`config.mk`:
```
export PLATFORM = sky130hd
export DESIGN_NAME = websocket_frame_parser_top
export DESIGN_NICKNAME = d
export VERILOG_FILES = /design/src/design/wsfp_pkg.sv /design/src/design/websocket_frame_parser_top.sv
export VERILOG_INCLUDE_DIRS = /design/src /design/src/design
export SDC_FILE = /design/constraint.sdc
export NUM_CORES = 1
export LEC_CHECK = 0
export BUFFER_PORTS_ARGS = -buffer_cell sky130_fd_sc_hd__clkbuf_2
export CAP_MARGIN = 10
export CORE_UTILIZATION = 35
export CTS_BUF_LIST = sky130_fd_sc_hd__clkbuf_4
export CTS_CLUSTER_SIZE = 30
export DETAILED_ROUTE_END_ITERATION = 8
export RECOVER_POWER = 25
export SLEW_MARGIN = 25
export SYNTH_ARGS = -nofsm -noshare
export SYNTH_HDL_FRONTEND = slang
export SYNTH_SLANG_ARGS = --single-unit
```
`constraint.sdc`:
```
create_clock -name i_clk -period 6.71 [get_ports i_clk]
set_input_delay 0.671 -clock i_clk [delete_from_list [all_inputs] [get_ports i_clk]]
set_output_delay 0.671 -clock i_clk [all_outputs]
set_load 0.02 [all_outputs]
```
`src/design/websocket_frame_parser_top_assert.svh`:
```
// Assertion macros for the websocket frame parser.
`ifndef WEBSOCKET_FRAME_PARSER_TOP_ASSERT_SVH
`define WEBSOCKET_FRAME_PARSER_TOP_ASSERT_SVH

`ifndef SYNTHESIS

// Condition holds at every clock edge out of reset.
`define WSFP_ASSERT_ALWAYS(lbl, cond) \
    lbl: assert property (@(posedge i_clk) disable iff (!i_rst_n) (cond)) \
        else $error("wsfp assertion failed");

// Antecedent in this cycle implies consequent in this cycle.
`define WSFP_ASSERT_SAME(lbl, ante, cons) \
    lbl: assert property (@(posedge i_clk) disable iff (!i_rst_n) (ante) |-> (cons)) \
        else $error("wsfp assertion failed");

// Antecedent in this cycle implies consequent in the next cycle.
`define WSFP_ASSERT_NEXT(lbl, ante, cons) \
    lbl: assert property (@(posedge i_clk) disable iff (!i_rst_n) (ante) |=> (cons)) \
        else $error("wsfp assertion failed");

`else

`define WSFP_ASSERT_ALWAYS(lbl, cond)
`define WSFP_ASSERT_SAME(lbl, ante, cons)
`define WSFP_ASSERT_NEXT(lbl, ante, cons)

`endif

`endif

```
`src/design/wsfp_pkg.sv`:
```
// Types, constants and opcode decode for the websocket frame parser.
package wsfp_pkg;

    localparam int BYTE_W      = 8;
    localparam int LEN_W       = 64;
    localparam int CLASS_W     = 3;
    localparam int OUT_TDATA_W = 80;   // 77 bits of fields padded to whole bytes

    typedef enum logic [2:0] {
        PH_OPCODE,
        PH_LEN,
        PH_EXT,
        PH_KEY,
        PH_DATA
    } t_phase;

    // Raw opcodes
    localparam logic [3:0] OPC_CONT   = 4'h0;
    localparam logic [3:0] OPC_TEXT   = 4'h1;
    localparam logic [3:0] OPC_BINARY = 4'h2;
    localparam logic [3:0] OPC_CLOSE  = 4'h8;
    localparam logic [3:0] OPC_PING   = 4'h9;
    localparam logic [3:0] OPC_PONG   = 4'hA;

    // Opcode classes as reported
    localparam logic [CLASS_W-1:0] CLS_CONT   = 3'd0;
    localparam logic [CLASS_W-1:0] CLS_TEXT   = 3'd1;
    localparam logic [CLASS_W-1:0] CLS_BINARY = 3'd2;
    localparam logic [CLASS_W-1:0] CLS_CLOSE  = 3'd3;
    localparam logic [CLASS_W-1:0] CLS_PING   = 3'd4;
    localparam logic [CLASS_W-1:0] CLS_PONG   = 3'd5;
    localparam logic [CLASS_W-1:0] CLS_OTHER  = 3'd6;

    // Header fields
    localparam int         FIN_BIT      = 7;
    localparam int         MASK_BIT     = 7;
    localparam logic [6:0] LEN_CODE_16  = 7'd126;
    localparam logic [6:0] LEN_CODE_64  = 7'd127;
    localparam logic [3:0] EXT_BYTES_16 = 4'd2;
    localparam logic [3:0] EXT_BYTES_64 = 4'd8;
    localparam logic [2:0] KEY_BYTES    = 3'd4;

    localparam logic KIND_HEADER  = 1'b0;
    localparam logic KIND_PAYLOAD = 1'b1;

    function automatic logic [CLASS_W-1:0] classify(input logic [3:0] code);
        logic [CLASS_W-1:0] cls;
        case (code)
            OPC_CONT:   cls = CLS_CONT;
            OPC_TEXT:   cls = CLS_TEXT;
            OPC_BINARY: cls = CLS_BINARY;
            OPC_CLOSE:  cls = CLS_CLOSE;
            OPC_PING:   cls = CLS_PING;
            OPC_PONG:   cls = CLS_PONG;
            default:    cls = CLS_OTHER;
        endcase
        return cls;
    endfunction

endpackage

```
`src/design/websocket_frame_parser_top.sv`:
```
// Websocket frame parser: one raw byte in, one classified and unmasked byte out.
//
//  channel   dir  tdata (low bit up)                                  tuser      tlast
//  s_axis    in   raw byte [7:0]                                      -          -
//  m_axis    out  data[7:0] fin[8] class[11:9] mask[12] len[76:13]    kind[0]    frame end
//
// One byte per cycle sustained while m_axis_tready holds; each result appears in the cycle after its byte is taken.
// The header decode, key rotation and 64-bit payload countdown sit between the parse
// state and a single output register, which is all that sets the latency.
// Input is taken whenever the output register is empty or being drained this cycle.
// Synchronous active-low reset returns the parser to expect an opcode byte.
module websocket_frame_parser_top
    import wsfp_pkg::*;
(
    input  logic                   i_clk,
    input  logic                   i_rst_n,
    input  logic                   s_axis_tvalid,
    output logic                   s_axis_tready,
    input  logic [BYTE_W-1:0]      s_axis_tdata,   // byte_in
    output logic                   m_axis_tvalid,
    input  logic                   m_axis_tready,
    // data_out[7:0], fin_flag[8], opcode_class[11:9], masked_flag[12],
    // payload_length[76:13], zero[79:77]
    output logic [OUT_TDATA_W-1:0] m_axis_tdata,
    output logic                   m_axis_tuser,   // byte_kind
    output logic                   m_axis_tlast    // frame_end
);

`include "websocket_frame_parser_top_assert.svh"

    // Parse state
    t_phase                r_phase,        n_phase;
    logic                  r_fin,          n_fin;
    logic [CLASS_W-1:0]    r_class,        n_class;
    logic                  r_mask_bit,     n_mask_bit;
    logic [LEN_W-1:0]      r_length,       n_length;
    logic [3:0]            r_ext_left,     n_ext_left;
    logic [3:0][7:0]       r_mask_key,     n_mask_key;   // [3] is the first key byte
    logic [2:0]            r_key_left,     n_key_left;
    logic [LEN_W-1:0]      r_payload_left, n_payload_left;
    logic [1:0]            r_key_pos,      n_key_pos;

    // Output register
    logic                  r_out_valid;
    logic                  r_out_kind,     n_out_kind;
    logic [BYTE_W-1:0]     r_out_data,     n_out_data;
    logic                  r_out_end,      n_out_end;

    logic                  in_accept;
    logic                  len_done;
    logic [6:0]            len_code;
    logic [3:0]            ext_dec;
    logic [2:0]            key_dec;
    logic [LEN_W-1:0]      payload_dec;

    assign s_axis_tready = !r_out_valid || m_axis_tready;
    assign in_accept     = s_axis_tvalid && s_axis_tready;

    always_comb begin
        n_phase        = r_phase;
        n_fin          = r_fin;
        n_class        = r_class;
        n_mask_bit     = r_mask_bit;
        n_length       = r_length;
        n_ext_left     = r_ext_left;
        n_mask_key     = r_mask_key;
        n_key_left     = r_key_left;
        n_payload_left = r_payload_left;
        n_key_pos      = r_key_pos;
        n_out_kind     = KIND_HEADER;
        n_out_data     = '0;
        n_out_end      = 1'b0;
        len_done       = 1'b0;
        len_code       = s_axis_tdata[6:0];
        ext_dec        = r_ext_left - 4'd1;
        key_dec        = r_key_left - 3'd1;
        payload_dec    = r_payload_left - LEN_W'(1);

        case (r_phase)
            PH_OPCODE: begin
                n_fin          = s_axis_tdata[FIN_BIT];
                n_class        = classify(s_axis_tdata[3:0]);
                n_mask_bit     = 1'b0;
                n_length       = '0;
                n_mask_key     = '0;
                n_key_pos      = '0;
                n_ext_left     = '0;
                n_key_left     = '0;
                n_payload_left = '0;
                n_phase        = PH_LEN;
            end
            PH_LEN: begin
                n_mask_bit = s_axis_tdata[MASK_BIT];
                if (len_code inside {LEN_CODE_16, LEN_CODE_64}) begin
                    n_ext_left = (len_code == LEN_CODE_16) ? EXT_BYTES_16 : EXT_BYTES_64;
                    n_length   = '0;
                    n_phase    = PH_EXT;
                end else begin
                    n_length = LEN_W'(len_code);
                    len_done = 1'b1;
                end
            end
            PH_EXT: begin
                n_length   = {r_length[LEN_W-9:0], s_axis_tdata};
                n_ext_left = ext_dec;
                len_done   = (ext_dec == 4'd0);
            end
            PH_KEY: begin
                n_mask_key = {r_mask_key[2:0], s_axis_tdata};
                n_key_left = key_dec;
                if (key_dec == 3'd0) begin
                    if (r_length != '0) begin
                        n_payload_left = r_length;
                        n_phase        = PH_DATA;
                    end else begin
                        n_phase   = PH_OPCODE;
                        n_out_end = 1'b1;
                    end
                end
            end
            PH_DATA: begin
                n_out_kind     = KIND_PAYLOAD;
                n_out_data     = s_axis_tdata ^ r_mask_key[2'd3 - r_key_pos];
                n_key_pos      = r_key_pos + 2'd1;
                n_payload_left = payload_dec;
                if (payload_dec == '0) begin
                    n_phase   = PH_OPCODE;
                    n_out_end = 1'b1;
                end
            end
            default: begin
                n_phase = PH_OPCODE;
            end
        endcase

        // Length fully known: key next, payload next, or an empty frame ends here
        if (len_done) begin
            if (n_mask_bit) begin
                n_key_left = KEY_BYTES;
                n_phase    = PH_KEY;
            end else if (n_length != '0) begin
                n_payload_left = n_length;
                n_phase        = PH_DATA;
            end else begin
                n_phase   = PH_OPCODE;
                n_out_end = 1'b1;
            end
        end
    end

    always_ff @(posedge i_clk) begin
        if (!i_rst_n) begin
            r_phase        <= PH_OPCODE;
            r_fin          <= 1'b0;
            r_class        <= CLS_OTHER;
            r_mask_bit     <= 1'b0;
            r_length       <= '0;
            r_ext_left     <= '0;
            r_mask_key     <= '0;
            r_key_left     <= '0;
            r_payload_left <= '0;
            r_key_pos      <= '0;
        end else if (in_accept) begin
            r_phase        <= n_phase;
            r_fin          <= n_fin;
            r_class        <= n_class;
            r_mask_bit     <= n_mask_bit;
            r_length       <= n_length;
            r_ext_left     <= n_ext_left;
            r_mask_key     <= n_mask_key;
            r_key_left     <= n_key_left;
            r_payload_left <= n_payload_left;
            r_key_pos      <= n_key_pos;
        end
    end

    always_ff @(posedge i_clk) begin
        if (!i_rst_n) begin
            r_out_valid <= 1'b0;
        end else if (in_accept) begin
            r_out_valid <= 1'b1;
        end else if (m_axis_tready) begin
            r_out_valid <= 1'b0;
        end
    end

    always_ff @(posedge i_clk) begin
        if (in_accept) begin
            r_out_kind <= n_out_kind;
            r_out_data <= n_out_data;
            r_out_end  <= n_out_end;
        end
    end

    // Header fields come straight from the parse state, which only moves on accept
    assign m_axis_tvalid = r_out_valid;
    assign m_axis_tuser  = r_out_kind;
    assign m_axis_tlast  = r_out_end;
    assign m_axis_tdata  = {3'b000, r_length, r_mask_bit, r_class, r_fin, r_out_data};

    `WSFP_ASSERT_SAME(a_data_count_live, r_phase == PH_DATA, r_payload_left != '0)
    `WSFP_ASSERT_SAME(a_ext_count_live, r_phase == PH_EXT, r_ext_left != 4'd0)
    `WSFP_ASSERT_SAME(a_ext_count_max, r_phase == PH_EXT, r_ext_left <= EXT_BYTES_64)
    `WSFP_ASSERT_SAME(a_key_only_masked, r_phase == PH_KEY, r_mask_bit && (r_key_left != 3'd0))
    `WSFP_ASSERT_NEXT(a_opcode_to_len, in_accept && (r_phase == PH_OPCODE), r_phase == PH_LEN)
    `WSFP_ASSERT_SAME(a_header_zero_data, r_out_valid && (r_out_kind == KIND_HEADER), r_out_data == '0)

endmodule
```
==> flow_metrics.tcl, run 1 <==
set metrics [dict create \
    proportion_of_layout_cells_with_a_drive_suffix_above_1_pct 9.14 \
    finalWorstPathRequiredPeriod_ns 4.87 \
    mostFrequentLayoutCells "sky130_fd_sc_hd__nor2_1 (215), sky130_fd_sc_hd__dfxtp_1 (176), sky130_fd_sc_hd__nand2_1 (167), sky130_fd_sc_hd__a22oi_1 (114), sky130_fd_sc_hd__a21oi_1 (109)" \
    core.rowCount 67 \
    antenna_found_initial 1 \
    synth_edf_count 10 \
    cp.arrival_ns 5.46 \
    initialDrtViolationCount 1844 \
    critical_path_source_type "flop" \
    fin_util_pct 38.4 \
    drt-total-wl_um 50800 \
    drt-pass1-iter-count 8 \
    post_drt_via_cell_ratio 6.57 \
    synth.top_cell.area_share_pct 29.3 \
    synth-seq-area-share_pct 31.8 \
    sum_neg_setup_slack_ns 0 \
    ys.warnings.count 0 \
    cts_root_buf "sky130_fd_sc_hd__clkbuf_4" \
    worst_hold_slack_ns 0.244 \
    outcome "finished, violations left" \
    failed_checks "max-capacitance violations, max-slew violations" \
    setup.worst_path.class "flop to flop" \
    die_y_um 188 \
    grt_start_max_net_pins 92 \
    hold_path.class "primary input to flop" \
    clkTransAtPathRegs_ns 0.17 \
    die_area_um2 35500 \
    synthArstFlopShare_pct 0 \
    timing.slew.headroom_pct -124 \
    grt_pass1_wl_um 76700 \
    yosys_most_used_dff "sky130_fd_sc_hd__dfxtp_1" \
    ys_types 77 \
    max_fclk_mhz 205 \
    cp_data_required_time_ns 7.30 \
    numCtsBuffers 17 \
    critPathCaptureType "flop" \
    synth_seq_cells 188 \
    commonest_non_fill_non_tap_cell_in_the_layout "sky130_fd_sc_hd__nor2_1" \
    synth_cells 1598 \
    slew_violations 120 \
    report.final.setup_viol 0 \
    chipWidth_um 188 \
    cts-root-to-sink-buffers 2 \
    post_synth_top_area_cell "sky130_fd_sc_hd__dfxtp_1" \
    cts_repair_resizes 0 \
    critical_path_peak_fanout 41 \
    flow.area_growth_from_synthesis_pct 6.95 \
    report.final.hold_viol_count 0 \
    gpl.final_weighted_congestion 1.02 \
    cts_tree "yes" \
    power_per_cell_area_nw_per_um2 282 \
    ios 96 \
    detail_route.drc_violations 0 \
    design.final.nets 1592 \
    floorplan.initialDensity_pct 35.9 \
    irDropWorstVdd_uv 103 \
    clock_sinks 188 \
    max_cap_viol_count 2 \
    worst_skew_ns 0.0208 \
    dpl.cell_count 2002 \
    clock_insertion_delay_worst_skew_ns 0.65 \
    period_share_pct 72.6 \
    grtUsageTotal_pct 28.1 \
    netlist_top_cells_area "sky130_fd_sc_hd__dfxtp_1 (29%), sky130_fd_sc_hd__a22oi_1 (7.0%), sky130_fd_sc_hd__nor2_1 (6.8%)" \
    port_buffers 92 \
    post_cts.repair.setup_buffers 0 \
    grt_pass1_vias 12000 \
    place.detailed.hpwl_um 34700 \
    globalRoute.totalOverflow 0 \
    via_count 13400 \
    post-layout-total-power_uw 3660 \
    avgSynthCellArea_um2 7.61 \
    wl_per_cell_um 24.9 \
    worst_slew_pin_tran_ns 3.35 \
    rsz_0062_raised_after_global_routing "no" \
    power_leakage_uw 0.00442 \
    number_of_hold_repair_buffers_added_at_the_cts_stage 0 \
    htree_levels 4 \
    core-area_um2 33900 \
    fillerInstances 3642 \
    post_layout_nonfiller_instances 2036 \
    synth.cell_area_um2 12200 \
    detail-route-antenna-nets 0 \
]
[worst max-delay path, stage by stage (launching register included)]
cell	delay [ns]
sky130_fd_sc_hd__dfxtp_1	0.37
sky130_fd_sc_hd__nand2b_1	0.09
sky130_fd_sc_hd__nand2_1	1.20
sky130_fd_sc_hd__inv_1	0.92
sky130_fd_sc_hd__buf_4	0.55
sky130_fd_sc_hd__nand2_1	0.18
sky130_fd_sc_hd__nor2_1	0.11
sky130_fd_sc_hd__nor2_2	0.67
sky130_fd_sc_hd__buf_4	0.33
sky130_fd_sc_hd__o21ai_0	0.12
sky130_fd_sc_hd__o221a_2	0.13
sky130_fd_sc_hd__nor2_1	0.09
[power by group]
group | internal (µW) | switching [µW]
Clock | 161 | 472
Combinational | 567 | 1160
Sequential | 1180 | 122
[path summary, 6_finish.rpt]
| path | to | cells after the start | from | slack (ns) |
|---|---|---|---|---|
| min reg2reg | r_fin$_SDFFE_PN0P_ | 2 | r_fin$_SDFFE_PN0P_ | 0.48 |
| min | m_axis_tvalid$_SDFFE_PN0P_ | 3 | s_axis_tvalid | 0.24 |
| max | r_key_left[2]$_SDFFE_PN0P_ | 11 | m_axis_tvalid$_SDFFE_PN0P_ | 1.84 |
| max reg2reg | r_key_left[2]$_SDFFE_PN0P_ | 11 | m_axis_tvalid$_SDFFE_PN0P_ | 1.84 |
[flip-flops by register name, summed over array words and instances, names as in the netlist, 2 cells and up]
signal,flops
r_length,64
r_payload_left,64
r_mask_key,32
r_out_data,8
r_ext_left,4
r_class,3
r_key_left,3
r_phase,3
r_key_pos,2
[cell type report]
class / count / area [µm²] / share of cell area, %
flip-flops and latches: 188 / 3870 / 29.7
inverters: 15 / 58.8 / 0.452
well taps: 448 / 561 / 4.31
diodes: 2 / 5.00 / 0.0385
multi-input cells: 1232 / 7640 / 58.8
repair buffers: 120 / 611 / 4.70
clock inverters: 14 / 128 / 0.982
clock buffers: 17 / 128 / 0.982
[Yosys cell counts (all sizes together) (26+ instances only)]
cell type,number
a211o,26
a21oi,110
a221oi,48
a22oi,114
buf,27
clkbuf,138
dfxtp,178
mux2i,32
nand2,168
nand3,43
nand4,27
nor2,219
nor3,48
nor4,57
o21ai,73
[per-layer routing]
layer	routed length, µm	vias up	global-route usage, %
met3	5480	100	5.77
met5	0	-	0
li1	-	5965	-
met4	1590	0	9.80
met2	21200	779	39.9
met1	22500	6525	41.4
[through the flow]
step / cell area [µm²] / setup WS [ns]
2_1_floorplan: 12200 / 3.18
3_3_place_gp: 12800 / 2.13
3_5_place_dp: 12800 / 2.07
4_1_cts: 13100 / 2.03
5_1_grt: 13000 / 1.57
6_report: 13000 / 1.84
[cells by family (layout without fill, tap and decap cells)]
kind of cell	count (synthesis)	in the layout	synth area share [%]
compound gates	489	489	28.3
xor+xnor	42	42	3.03
fa+ha+maj	6	6	0.618
buf+inv	180	166	5.84
flops	188	188	31.8
mux	52	52	5.23
other cells	1	5	0.0309
simple gates	640	640	25.2
No activity file was read; power rests on OpenSTA's default activity.
==> inputs of run 2 (changes only) <==
- clock period: 6.71 -> 4.8 ns (I/O delays scaled with it)
==> run 2 against run 1 <==
Effect of this change: the run still ends with max-capacitance violations, max-slew violations left; final area up 2.3%; combinational power increased by 48%; clock-buffer cell count is the same; worst setup slack worse by 1.2 ns; cell count increased by 1.8%; first-iteration DRC count increased by 18%; register-to-register slack got worse by 1.2 ns; largest power group unchanged.
==> flow_metrics.tcl, run 2 (same netlist as run 1, synthesis figures left out) <==
set metrics [dict create \
    htree_levels 4 \
    cts_root_buf "sky130_fd_sc_hd__clkbuf_4" \
    number_of_hold_repair_buffers_added_at_the_cts_stage 0 \
    report.final.hold_viol_count 0 \
    critical_path_peak_fanout 32 \
    cts-root-to-sink-buffers 2 \
    commonest_non_fill_non_tap_cell_in_the_layout "sky130_fd_sc_hd__nor2_1" \
    drt-pass1-iter-count 6 \
    mostFrequentLayoutCells "sky130_fd_sc_hd__nor2_1 (216), sky130_fd_sc_hd__dfxtp_1 (176), sky130_fd_sc_hd__nand2_1 (167), sky130_fd_sc_hd__a22oi_1 (114), sky130_fd_sc_hd__a21oi_1 (109)" \
    antenna_found_initial 2 \
    power_per_cell_area_nw_per_um2 395 \
    ios 96 \
    outcome "finished, violations left" \
    clock_sinks 188 \
    clock_insertion_delay_worst_skew_ns 0.66 \
    initialDrtViolationCount 2172 \
    slew_violations 71 \
    grt_pass1_wl_um 78900 \
    critPathCaptureType "flop" \
    die_area_um2 35500 \
    cp_data_required_time_ns 5.24 \
    detail-route-antenna-nets 0 \
    power_leakage_uw 0.00462 \
    cts_tree "yes" \
    clkTransAtPathRegs_ns 0.17 \
    proportion_of_layout_cells_with_a_drive_suffix_above_1_pct 11.4 \
    detail_route.drc_violations 0 \
    gpl.final_weighted_congestion 1.02 \
    critical_path_source_type "flop" \
    hold_path.class "primary input to flop" \
    report.final.setup_viol 0 \
    post_drt_via_cell_ratio 6.49 \
    setup.worst_path.class "flop to flop" \
    chipWidth_um 188 \
    period_share_pct 87.5 \
    wl_per_cell_um 25.2 \
    drt-total-wl_um 52300 \
    layout_setup_ws_ns 0.599 \
    worst_slew_pin_tran_ns 2.96 \
    max_cap_viol_count 1 \
    failed_checks "max-capacitance violations, max-slew violations" \
    irDropWorstVdd_uv 169 \
    grt_start_max_net_pins 99 \
    layout_top_registers "r_length x64, r_payload_left x64, r_mask_key x32" \
    dpl.cell_count 2038 \
    die_y_um 188 \
    timing.slew.headroom_pct -98.5 \
    via_count 13500 \
    post_cts.repair.setup_buffers 0 \
    core.rowCount 67 \
    port_buffers 92 \
    core-area_um2 33900 \
    max_fclk_mhz 238 \
    flow.area_growth_from_synthesis_pct 9.36 \
    cp.arrival_ns 4.64 \
    cts_repair_resizes 0 \
    place.detailed.hpwl_um 36600 \
    worst_skew_ns 0.0338 \
    grtUsageTotal_pct 29.2 \
    grt_pass1_vias 12100 \
    finalWorstPathRequiredPeriod_ns 4.20 \
    design.final.nets 1627 \
    detailedPlace.worstSlack_ns 0.851 \
    floorplan.initialDensity_pct 35.9 \
    post_layout_nonfiller_instances 2073 \
    sum_neg_setup_slack_ns 0 \
    numCtsBuffers 17 \
    globalRoute.totalOverflow 0 \
    rsz_0062_raised_after_global_routing "no" \
]
run 2: cell count changes in the layout (fill, tap and decap cells not counted), sizes merged:
cell,previous run,this run
buf,27,60
bufinv,0,1
clkbuf,110,112
clkinv,7,10
clkinvlp,0,2
diode,2,3
inv,22,17
run 2: cell type report:
| type | count | area [µm²] |
|---|---|---|
| repair buffers | 155 | 885 |
| inverters | 15 | 57.6 |
| fillers | 3607 | 20600 |
| diodes | 3 | 7.51 |
| clock buffers | 17 | 128 |
| multi-input cells | 1232 | 7640 |
| flip-flops and latches | 188 | 3870 |
| well taps | 448 | 561 |
| clock inverters | 15 | 143 |
run 2: worst max-delay path: stages, from the launching register on:
cell	delay [ns]
sky130_fd_sc_hd__dfxtp_1	0.57
sky130_fd_sc_hd__clkinv_1	0.62
sky130_fd_sc_hd__o21ai_0	0.95
sky130_fd_sc_hd__nor4b_1	0.24
sky130_fd_sc_hd__and4_1	0.28
sky130_fd_sc_hd__a211o_4	0.50
sky130_fd_sc_hd__a221oi_1	0.55
sky130_fd_sc_hd__a211o_1	0.20
sky130_fd_sc_hd__a21oi_1	0.06
run 2: path summary, 6_finish.rpt:
kind	from	endpoint	slack, ns	depth (start not counted)
setup / recovery	r_phase[1]$_SDFFE_PN0P_	r_payload_left[30]$_SDFFE_PN0P_	0.60	8
hold / removal	s_axis_tvalid	m_axis_tvalid$_SDFFE_PN0P_	0.05	3
setup reg to reg	r_phase[1]$_SDFFE_PN0P_	r_payload_left[30]$_SDFFE_PN0P_	0.60	8
hold reg to reg	r_fin$_SDFFE_PN0P_	r_fin$_SDFFE_PN0P_	0.48	2
run 2: where the power goes:
| part | switching (µW) | internal (µW) | total (µW) |
|---|---|---|---|
| Combinational | 1670 | 893 | 2560 |
| Clock | 626 | 267 | 893 |
| Sequential | 148 | 1650 | 1790 |
| Total | 2440 | 2810 | 5250 |
run 2: layer usage:
layer / up-vias / track usage (%) / wire (µm)
met3: 95 / 6.59 / 5910
met1: 6516 / 42.9 / 22900
li1: 6011 / - / -
met4: 0 / 10.0 / 1560
met2: 832 / 41.3 / 22000
met5: - / 0 / 0
run 2: metrics by stage:
step | util [%] | hold slack, ns | power, µW | instance area [µm²]
detailed placement | 38.7 | 0.464 | 4310 | 13100
global route | 39.2 | 0.0271 | 5520 | 13300
global placement | 38.7 | 0.460 | 4330 | 13100
floorplan | - | 0.437 | 3460 | 12200
CTS | 39.5 | 0.0308 | 5200 | 13400
finish | 39.2 | 0.0465 | 5250 | 13300
